## config.mk

```make
export PLATFORM = sky130hd
export DESIGN_NAME = nearest_vertex_search_unit_flat
export DESIGN_NICKNAME = d
export VERILOG_FILES = /design/src/rtl/nvs_pkg.sv /design/src/rtl/nvs_in_if.sv /design/src/rtl/nvs_out_if.sv /design/src/rtl/nvs_ram.sv /design/src/rtl/nearest_vertex_search_unit.sv /design/src/flat_wrapper.sv
export SDC_FILE = /design/constraint.sdc
export NUM_CORES = 2
export LEC_CHECK = 0
export ABC_AREA = 1
export BUFFER_PORTS_ARGS = -buffer_cell sky130_fd_sc_hd__buf_2
export CORE_MARGIN = 2
export CORE_UTILIZATION = 40
export DETAILED_ROUTE_END_ITERATION = 6
export PLACE_DENSITY_LB_ADDON = 0.2
export SLEW_MARGIN = 20
export SYNTH_ARGS = -nofsm -noshare
export SYNTH_HDL_FRONTEND = slang
export SYNTH_SLANG_ARGS = --single-unit
```

## constraint.sdc

```tcl
create_clock -name clk -period 8 [get_ports clk]
set_input_delay 0.8 -clock clk [delete_from_list [all_inputs] [get_ports clk]]
set_output_delay 0.8 -clock clk [all_outputs]
set_load 0.05 [all_outputs]
```

## src/rtl/nvs_pkg.sv

```systemverilog
// Shared constants and types for the nearest vertex search unit.
package nvs_pkg;

  localparam int MAX_VERTICES = 64;
  localparam int ADDRESSABLE  = 64;
  localparam int SCAN_LIMIT   = (MAX_VERTICES < ADDRESSABLE) ? MAX_VERTICES : ADDRESSABLE;
  localparam int RAM_AW       = $clog2(MAX_VERTICES);
  localparam int SCAN_W       = $clog2(SCAN_LIMIT);

  localparam int COORD_W = 16;
  localparam int INDEX_W = 6;
  localparam int COUNT_W = 7;
  localparam int SQ_W    = 2 * COORD_W;
  localparam int DIST_W  = SQ_W + 1;
  localparam int VERT_W  = 2 * COORD_W;

  typedef enum logic {
    CMD_WRITE = 1'b0,
    CMD_QUERY = 1'b1
  } cmd_t;

  typedef logic signed [COORD_W-1:0] coord_t;
  typedef logic        [INDEX_W-1:0] index_t;
  typedef logic        [COUNT_W-1:0] count_t;
  typedef logic        [DIST_W-1:0]  dist_t;

  localparam count_t SCAN_LIMIT_C = COUNT_W'(SCAN_LIMIT);

endpackage

```

## src/rtl/nvs_in_if.sv

```systemverilog
// Input channel: vertex writes and queries.
interface nvs_in_if
  import nvs_pkg::*;
  ();
  logic   valid;
  logic   ready;
  cmd_t   command;
  index_t entry_index;
  coord_t coord_x;
  coord_t coord_y;

  modport source (output valid, command, entry_index, coord_x, coord_y, input ready);
  modport sink   (input valid, command, entry_index, coord_x, coord_y, output ready);
endinterface

```

## src/rtl/nvs_out_if.sv

```systemverilog
// Result channel: nearest vertex index and squared distance.
interface nvs_out_if
  import nvs_pkg::*;
  ();
  logic   valid;
  logic   ready;
  index_t nearest_index;
  dist_t  nearest_dist_sq;

  modport source (output valid, nearest_index, nearest_dist_sq, input ready);
  modport sink   (input valid, nearest_index, nearest_dist_sq, output ready);
endinterface

```

## src/rtl/nvs_ram.sv

```systemverilog
// Generic single-write, single-read RAM with registered read data.
module nvs_ram #(
  parameter int WIDTH = 32,
  parameter int DEPTH = 64
) (
  input  logic                     clk,
  input  logic                     wr_en,
  input  logic [$clog2(DEPTH)-1:0] wr_addr,
  input  logic [WIDTH-1:0]         wr_data,
  input  logic                     rd_en,
  input  logic [$clog2(DEPTH)-1:0] rd_addr,
  output logic [WIDTH-1:0]         rd_data
);

  logic [WIDTH-1:0] mem [DEPTH];

  always_ff @(posedge clk) begin
    if (wr_en) begin
      mem[wr_addr] <= wr_data;
    end
    if (rd_en) begin
      rd_data <= mem[rd_addr];
    end
  end

endmodule

```

## src/rtl/nearest_vertex_search_unit.sv

```systemverilog
// Nearest vertex search: vertex table in RAM, linear scan per query.
//
//   channel  dir  word                                          handshake
//   in_ch    in   command, entry_index, coord_x, coord_y        valid/ready
//   out_ch   out  nearest_index, nearest_dist_sq                valid/ready
//   cfg_*    in   vertex_count (7 bits)                         write enable
//
// A write word lands in the table RAM at acceptance.
// A query reads its N scanned entries, one RAM read per cycle, and passes
// them through four stages (difference, square, sum, compare) and a result load.
// in_ch.ready is low from query acceptance until its result is loaded.
// A result waits in the output register; a following write word still goes in.
// Reset (rst_n low, synchronous) sets vertex_count to 1; the table is not cleared.
module nearest_vertex_search_unit
  import nvs_pkg::*;
(
  input  logic              clk,
  input  logic              rst_n,
  nvs_in_if.sink            in_ch,
  nvs_out_if.source         out_ch,
  input  logic              cfg_wr_en,
  input  logic [COUNT_W-1:0] cfg_wr_data
);

  typedef enum logic [1:0] {
    ST_IDLE,
    ST_SCAN,
    ST_DRAIN,
    ST_FINISH
  } state_t;

  state_t state_r;

  count_t              vertex_count_r;
  logic                in_acc;
  logic                ram_we;
  logic [RAM_AW-1:0]   ram_wr_addr;
  logic                ram_re;
  logic [VERT_W-1:0]   ram_rd_data;

  coord_t              qx_r, qy_r;
  logic [SCAN_W-1:0]   rd_idx_r, last_r;
  count_t              count_clamped;
  logic [SCAN_W-1:0]   last_nxt;

  // pipeline
  logic                p0_vld_r, p0_last_r;
  logic [SCAN_W-1:0]   p0_idx_r;
  logic                s1_vld_r, s1_last_r;
  logic [SCAN_W-1:0]   s1_idx_r;
  logic [COORD_W-1:0]  s1_mx_r, s1_my_r;
  logic                s2_vld_r, s2_last_r;
  logic [SCAN_W-1:0]   s2_idx_r;
  logic [SQ_W-1:0]     s2_sqx_r, s2_sqy_r;
  logic                s3_vld_r, s3_last_r;
  logic [SCAN_W-1:0]   s3_idx_r;
  dist_t               s3_sum_r;
  dist_t               best_d_r;
  logic [SCAN_W-1:0]   best_idx_r;

  coord_t              vx, vy;
  logic signed [COORD_W:0] dx, dy;
  logic [COORD_W:0]    ndx, ndy;

  logic                out_valid_r;
  index_t              out_idx_r;
  dist_t               out_dist_r;

  assign in_acc = in_ch.valid && in_ch.ready;
  assign in_ch.ready = (state_r == ST_IDLE);

  assign ram_we      = in_acc && (in_ch.command == CMD_WRITE)
                       && (int'(in_ch.entry_index) < MAX_VERTICES);
  assign ram_wr_addr = RAM_AW'(in_ch.entry_index);
  assign ram_re      = (state_r == ST_SCAN);

  nvs_ram #(
    .WIDTH(VERT_W),
    .DEPTH(MAX_VERTICES)
  ) u_table (
    .clk     (clk),
    .wr_en   (ram_we),
    .wr_addr (ram_wr_addr),
    .wr_data ({in_ch.coord_x, in_ch.coord_y}),
    .rd_en   (ram_re),
    .rd_addr (RAM_AW'(rd_idx_r)),
    .rd_data (ram_rd_data)
  );

  // zero count scans entry 0; large counts saturate at the addressable limit
  always_comb begin
    if (vertex_count_r == '0) begin
      count_clamped = COUNT_W'(1);
    end else if (vertex_count_r > SCAN_LIMIT_C) begin
      count_clamped = SCAN_LIMIT_C;
    end else begin
      count_clamped = vertex_count_r;
    end
    last_nxt = SCAN_W'(count_clamped - COUNT_W'(1));
  end

  always_ff @(posedge clk) begin
    if (!rst_n) begin
      vertex_count_r <= COUNT_W'(1);
    end else if (cfg_wr_en) begin
      vertex_count_r <= cfg_wr_data;
    end
  end

  // control FSM and output register
  always_ff @(posedge clk) begin
    if (!rst_n) begin
      state_r     <= ST_IDLE;
      out_valid_r <= 1'b0;
    end else begin
      // ST_FINISH does its own handoff of the output register
      if (out_valid_r && out_ch.ready && (state_r != ST_FINISH)) begin
        out_valid_r <= 1'b0;
      end
      unique case (state_r)
        ST_IDLE: begin
          if (in_acc && (in_ch.command == CMD_QUERY)) begin
            state_r <= ST_SCAN;
          end
        end
        ST_SCAN: begin
          if (rd_idx_r == last_r) begin
            state_r <= ST_DRAIN;
          end
        end
        ST_DRAIN: begin
          if (s3_vld_r && s3_last_r) begin
            state_r <= ST_FINISH;
          end
        end
        ST_FINISH: begin
          if (!out_valid_r || out_ch.ready) begin
            out_valid_r <= 1'b1;
            out_idx_r   <= INDEX_W'(best_idx_r);
            out_dist_r  <= best_d_r;
            state_r     <= ST_IDLE;
          end
        end
        default: state_r <= ST_IDLE;
      endcase
    end
  end

  // scan address and query latch
  always_ff @(posedge clk) begin
    if (in_acc && (in_ch.command == CMD_QUERY)) begin
      qx_r     <= in_ch.coord_x;
      qy_r     <= in_ch.coord_y;
      rd_idx_r <= '0;
      last_r   <= last_nxt;
    end else if (ram_re) begin
      rd_idx_r <= rd_idx_r + SCAN_W'(1);
    end
  end

  assign vx  = ram_rd_data[VERT_W-1:COORD_W];
  assign vy  = ram_rd_data[COORD_W-1:0];
  assign dx  = {qx_r[COORD_W-1], qx_r} - {vx[COORD_W-1], vx};
  assign dy  = {qy_r[COORD_W-1], qy_r} - {vy[COORD_W-1], vy};
  assign ndx = -dx;
  assign ndy = -dy;

  // pipeline valids
  always_ff @(posedge clk) begin
    if (!rst_n) begin
      p0_vld_r <= 1'b0;
      s1_vld_r <= 1'b0;
      s2_vld_r <= 1'b0;
      s3_vld_r <= 1'b0;
    end else begin
      p0_vld_r <= ram_re;
      s1_vld_r <= p0_vld_r;
      s2_vld_r <= s1_vld_r;
      s3_vld_r <= s2_vld_r;
    end
  end

  // pipeline payload and running minimum
  always_ff @(posedge clk) begin
    p0_idx_r  <= rd_idx_r;
    p0_last_r <= (rd_idx_r == last_r);

    // magnitude of a 17-bit difference fits in 16 bits
    s1_idx_r  <= p0_idx_r;
    s1_last_r <= p0_last_r;
    s1_mx_r   <= dx[COORD_W] ? COORD_W'(ndx) : COORD_W'(dx);
    s1_my_r   <= dy[COORD_W] ? COORD_W'(ndy) : COORD_W'(dy);

    s2_idx_r  <= s1_idx_r;
    s2_last_r <= s1_last_r;
    s2_sqx_r  <= s1_mx_r * s1_mx_r;
    s2_sqy_r  <= s1_my_r * s1_my_r;

    s3_idx_r  <= s2_idx_r;
    s3_last_r <= s2_last_r;
    s3_sum_r  <= DIST_W'(s2_sqx_r) + DIST_W'(s2_sqy_r);

    // strict less keeps the lowest index on ties
    if (s3_vld_r && ((s3_idx_r == '0) || (s3_sum_r < best_d_r))) begin
      best_d_r   <= s3_sum_r;
      best_idx_r <= s3_idx_r;
    end
  end

  assign out_ch.valid           = out_valid_r;
  assign out_ch.nearest_index   = out_idx_r;
  assign out_ch.nearest_dist_sq = out_dist_r;

  a_accept_pipe_empty: assert property (@(posedge clk) disable iff (!rst_n)
    in_acc |-> (!p0_vld_r && !s1_vld_r && !s2_vld_r && !s3_vld_r))
    else $error("word accepted while scan pipeline busy");

  a_no_write_during_scan: assert property (@(posedge clk) disable iff (!rst_n)
    ram_we |-> (state_r == ST_IDLE))
    else $error("table write outside idle");

  a_last_to_finish: assert property (@(posedge clk) disable iff (!rst_n)
    (s3_vld_r && s3_last_r) |=> (state_r == ST_FINISH))
    else $error("scan end did not reach finish");

  a_best_in_range: assert property (@(posedge clk) disable iff (!rst_n)
    (state_r == ST_FINISH) |-> (best_idx_r <= last_r))
    else $error("nearest index beyond scanned range");

  a_scan_idx_bound: assert property (@(posedge clk) disable iff (!rst_n)
    (state_r == ST_SCAN) |-> (rd_idx_r <= last_r))
    else $error("scan address past last entry");

endmodule
```

## src/flat_wrapper.sv

```systemverilog
// flat-port wrapper written by rule: the top's interface ports become plain ports
module nearest_vertex_search_unit_flat import nvs_pkg::*;
  (clk, rst_n, cfg_wr_en, cfg_wr_data, in_ch_valid, in_ch_command, in_ch_entry_index, in_ch_coord_x, in_ch_coord_y, in_ch_ready, out_ch_valid, out_ch_nearest_index, out_ch_nearest_dist_sq, out_ch_ready);
  nvs_in_if in_ch_i ();
  nvs_out_if out_ch_i ();
  input  logic clk;
  input  logic rst_n;
  input  logic cfg_wr_en;
  input  logic [COUNT_W-1:0] cfg_wr_data;
  input wire logic [$bits(in_ch_i.valid)-1:0] in_ch_valid;
  input wire logic [$bits(in_ch_i.command)-1:0] in_ch_command;
  input wire logic [$bits(in_ch_i.entry_index)-1:0] in_ch_entry_index;
  input wire logic [$bits(in_ch_i.coord_x)-1:0] in_ch_coord_x;
  input wire logic [$bits(in_ch_i.coord_y)-1:0] in_ch_coord_y;
  output wire logic [$bits(in_ch_i.ready)-1:0] in_ch_ready;
  output wire logic [$bits(out_ch_i.valid)-1:0] out_ch_valid;
  output wire logic [$bits(out_ch_i.nearest_index)-1:0] out_ch_nearest_index;
  output wire logic [$bits(out_ch_i.nearest_dist_sq)-1:0] out_ch_nearest_dist_sq;
  input wire logic [$bits(out_ch_i.ready)-1:0] out_ch_ready;
  assign in_ch_i.valid = in_ch_valid;
  assign in_ch_i.command = in_ch_command;
  assign in_ch_i.entry_index = in_ch_entry_index;
  assign in_ch_i.coord_x = in_ch_coord_x;
  assign in_ch_i.coord_y = in_ch_coord_y;
  assign in_ch_ready = in_ch_i.ready;
  assign out_ch_valid = out_ch_i.valid;
  assign out_ch_nearest_index = out_ch_i.nearest_index;
  assign out_ch_nearest_dist_sq = out_ch_i.nearest_dist_sq;
  assign out_ch_i.ready = out_ch_ready;
  nearest_vertex_search_unit u_core (.clk(clk), .rst_n(rst_n), .in_ch(in_ch_i), .out_ch(out_ch_i), .cfg_wr_en(cfg_wr_en), .cfg_wr_data(cfg_wr_data));
endmodule
```

==> metrics.yaml <==
outcome:
  status: "completed"
place:
  gp_congestion: 0.860
  dp_hpwl_um: 170000
  portBuffers: 91
worst_setup_path:
  critPathArrivalTime_ns: 6.66
  crit_type: "register to register"
  end_kind: "register"
  cp_slowest_cell: "dfxtp_1"
  path_buf_inv: 3
  max_stage_delay_ns: 0.84
  critical_path.cell_chain: "nand2_1 > fa_1 > fa_1 > inv_1 > fa_1 > fa_1 > fa_1 > inv_1 > fa_1 > inv_1 > ha_1 > a21o_1 > a31oi_1 > nand2_1 > nand2_1 > nand3_1 > a21o_1 > nand2_1 > nand2_1 > nand2_1 > nand2_1"
  start_kind: "register"
  cp_common_cell: "nand2_1"
  worstPathRequired_ns: 8.74
  path_max_fanout: 18
  critPathTopFamily: "adder cells"
min_path:
  hp-class: "input pin to register"
clock_tree:
  clock_path_buffers: 3
  clkSlewWorstSetupHoldPaths_ns: 0.06
  cts_inserted_buffers: 241
  cts-root-buf: "clkbuf_16"
  cts_max_level: 4
  ctsHoldBuffers: 0
  cts-resized-gates: 0
  clock_latency_ns: 0.91
  cts.sinks: 2371
  cts_tree: "yes"
  cts_setup_buffers: 0
floorplanning:
  dieArea_um2: 274000
  core_area_um2: 268000
  ioPinCount: 92
  die_w_um: 523
  die_h_um: 523
  initial_core_util_pct: 40.2
  rows: 190
global_route:
  grt_pass1_vias: 68800
  grt_max_degree: 203
  antenna_found_initial: 18
  grt_pass1_wl_um: 450000
  grt_overflow: 0
  grtUsageTotal_pct: 22.2
synth:
  synth_fa_ha_area_share_pct: 9.60
  syn_nets: 9641
  yosysMostFrequentCell: "edfxtp_1"
  synth_edf_count: 2196
  synth_compound_area_share_pct: 10.4
  yosysWarningCount: 0
  synthMuxAreaShare_pct: 0
  synth_area_leaders: "edfxtp_1 (61%), fa_1 (6.1%), o21ai_0 (5.0%)"
  avgSynthCellArea_um2: 12.0
  synth_xor_area_share_pct: 1.19
  async_flop_share_pct: 0
  synth_area_leader_cell: "edfxtp_1"
  ys_seq_area_share_pct: 64.5
  syn_inst: 8959
  ys_ff_latch: 2371
  synthTopCellsByCount: "edfxtp_1 (2196), nor2_1 (1243), o21ai_0 (1086)"
  synth_area_um2: 108000
  ys_types: 47
  synth_top_family_by_area: "compound AO/OA/AOI/OAI gates"
  synth.top_cell.area_share_pct: 61.2
  synth-simple-area-share_pct: 9.57
  yosys_most_used_dff: "edfxtp_1"
routing:
  post_drt_via_cell_ratio: 5.51
  wl_met3_um: 22700
  wl_met2_um: 146000
  drt.antenna.violating_nets: 0
  first_pass_iters: 6
  drc: 0
  wl_met1_um: 129000
  totalWireLength_um: 309000
  highest-signal-layer: "met5"
  drtIter0Drc: 7781
  vias: 70100
  wl_per_cell_um: 24.3
timing:
  drv_slew: 0
  slew_headroom_pct: 26.3
  fmax_mhz: 169
  hold_slack_ns: 0.197
  rsz0062_at_grt: "no"
  setup_tns_ns: 0
  hold_viol: 0
  worst-slew-pin-transition_ns: 1.09
  finalSetupViolCount: 0
  finClkSkew_ns: 0.100
  fin_crit_sh_pct: 73.9
  fin_crit_ns: 5.91
layout:
  n_fill_cell: 24400
  area_delta_synth_final_pct: 11.7
  post_route_cells_drive_above_1_share_pct: 7.51
  nets: 9624
  seq_area_um2: 69500
  multiInputGateArea_um2: 33700
job:
  cap_violations: 0
==> layer usage <==
layer  track usage (%)  up-vias
met2              36.4     2584
met4              7.79       12
met5                 0        -
met3              3.67      525
li1                  -    31700
met1              29.8    35200
==> final cells by class <==
type                            instances  area share (%)
Clock buffer                          291            5.22
Clock inverter                        163            1.40
Timing Repair Buffer                  238            1.44
Antenna cell                            3         0.00624
Multi-Input combinational cell       5288            28.0
Tap cell                             3552            3.69
Sequential cell                      2371            57.7
Inverter                              802            2.53
==> stage by stage <==
stage	instance area, um^2	util [%]	worst slack, ns	instances
6_report	120000	44.9	2.09	12700
5_1_grt	120000	44.9	1.71	12700
4_1_cts	120000	44.9	2.06	12700
3_5_place_dp	112000	41.9	2.07	12300
3_3_place_gp	112000	41.9	2.10	12300
2_1_floorplan	108000	-	2.56	8959
==> tightest hold or removal path: cells and delay by family <==
family	cells	cell delay (ns)
buffers and inverters	1	0.08
and+or+nand+nor	2	0.12
==> logic make-up after synthesis <==
logic type               after synthesis
flip-flops                          2371
adder cells (fa/ha/maj)              631
AO/OA/AOI/OAI                       1954
buffers and inverters               1300
XOR/XNOR                             145
AND/OR/NAND/NOR                     2558
==> flip-flops by register name, indices dropped and copies added, names as in the netlist, 7 cells and up <==
name,cells
u_core.u_table.mem,2048
u_core.best_d_r,33
u_core.out_ch.nearest_dist_sq,33
u_core.s3_sum_r,33
u_core.u_table.rd_data,32
u_core.s2_sqx_r,31
u_core.s2_sqy_r,31
u_core.qx_r,16
u_core.qy_r,16
u_core.s1_mx_r,16
u_core.s1_my_r,16
u_core.vertex_count_r,7
==> final timing paths <==
path | end | slack, ns | cells after the start | start
worst min register to register | u_core.s3_idx_r[1]$_DFF_P_ | 0.32 | 0 | u_core.s2_idx_r[1]$_DFF_P_
worst max register to register | u_core.s2_sqy_r[29]$_DFF_P_ | 2.09 | 21 | u_core.s1_my_r[2]$_DFF_P_
worst max-delay path | u_core.s2_sqy_r[29]$_DFF_P_ | 2.09 | 21 | u_core.s1_my_r[2]$_DFF_P_
worst min-delay path | u_core.vertex_count_r[0]$_SDFFE_PN1P_ | 0.20 | 3 | cfg_wr_data[0]
==> cells in the final DEF (no fill, tap or decap), types with 15 or more instances in the layout <==
cell       count
o211ai_1      61
o21ai_1       16
inv_1        793
nand4_1       88
bufinv_16     24
nand3_1      300
a21o_1        17
buf_4        133
o221ai_1     205
edfxtp_1    2196
dfxtp_1      170
o22ai_1      309
buf_2         91
a31oi_1       15
xor2_1       102
clkinv_2      57
clkbuf_16    243
a21oi_1      214
o21ai_0     1086
clkbuf_1      46
fa_1         326
nand2_1      874
ha_1         304
nor2_4        66
nor3_1        29
nor2_1      1177
clkinv_1      56
xnor2_1       41
Power is not shown: default switching activity piles up to over one toggle a cycle in this logic, so the estimate is an artifact.
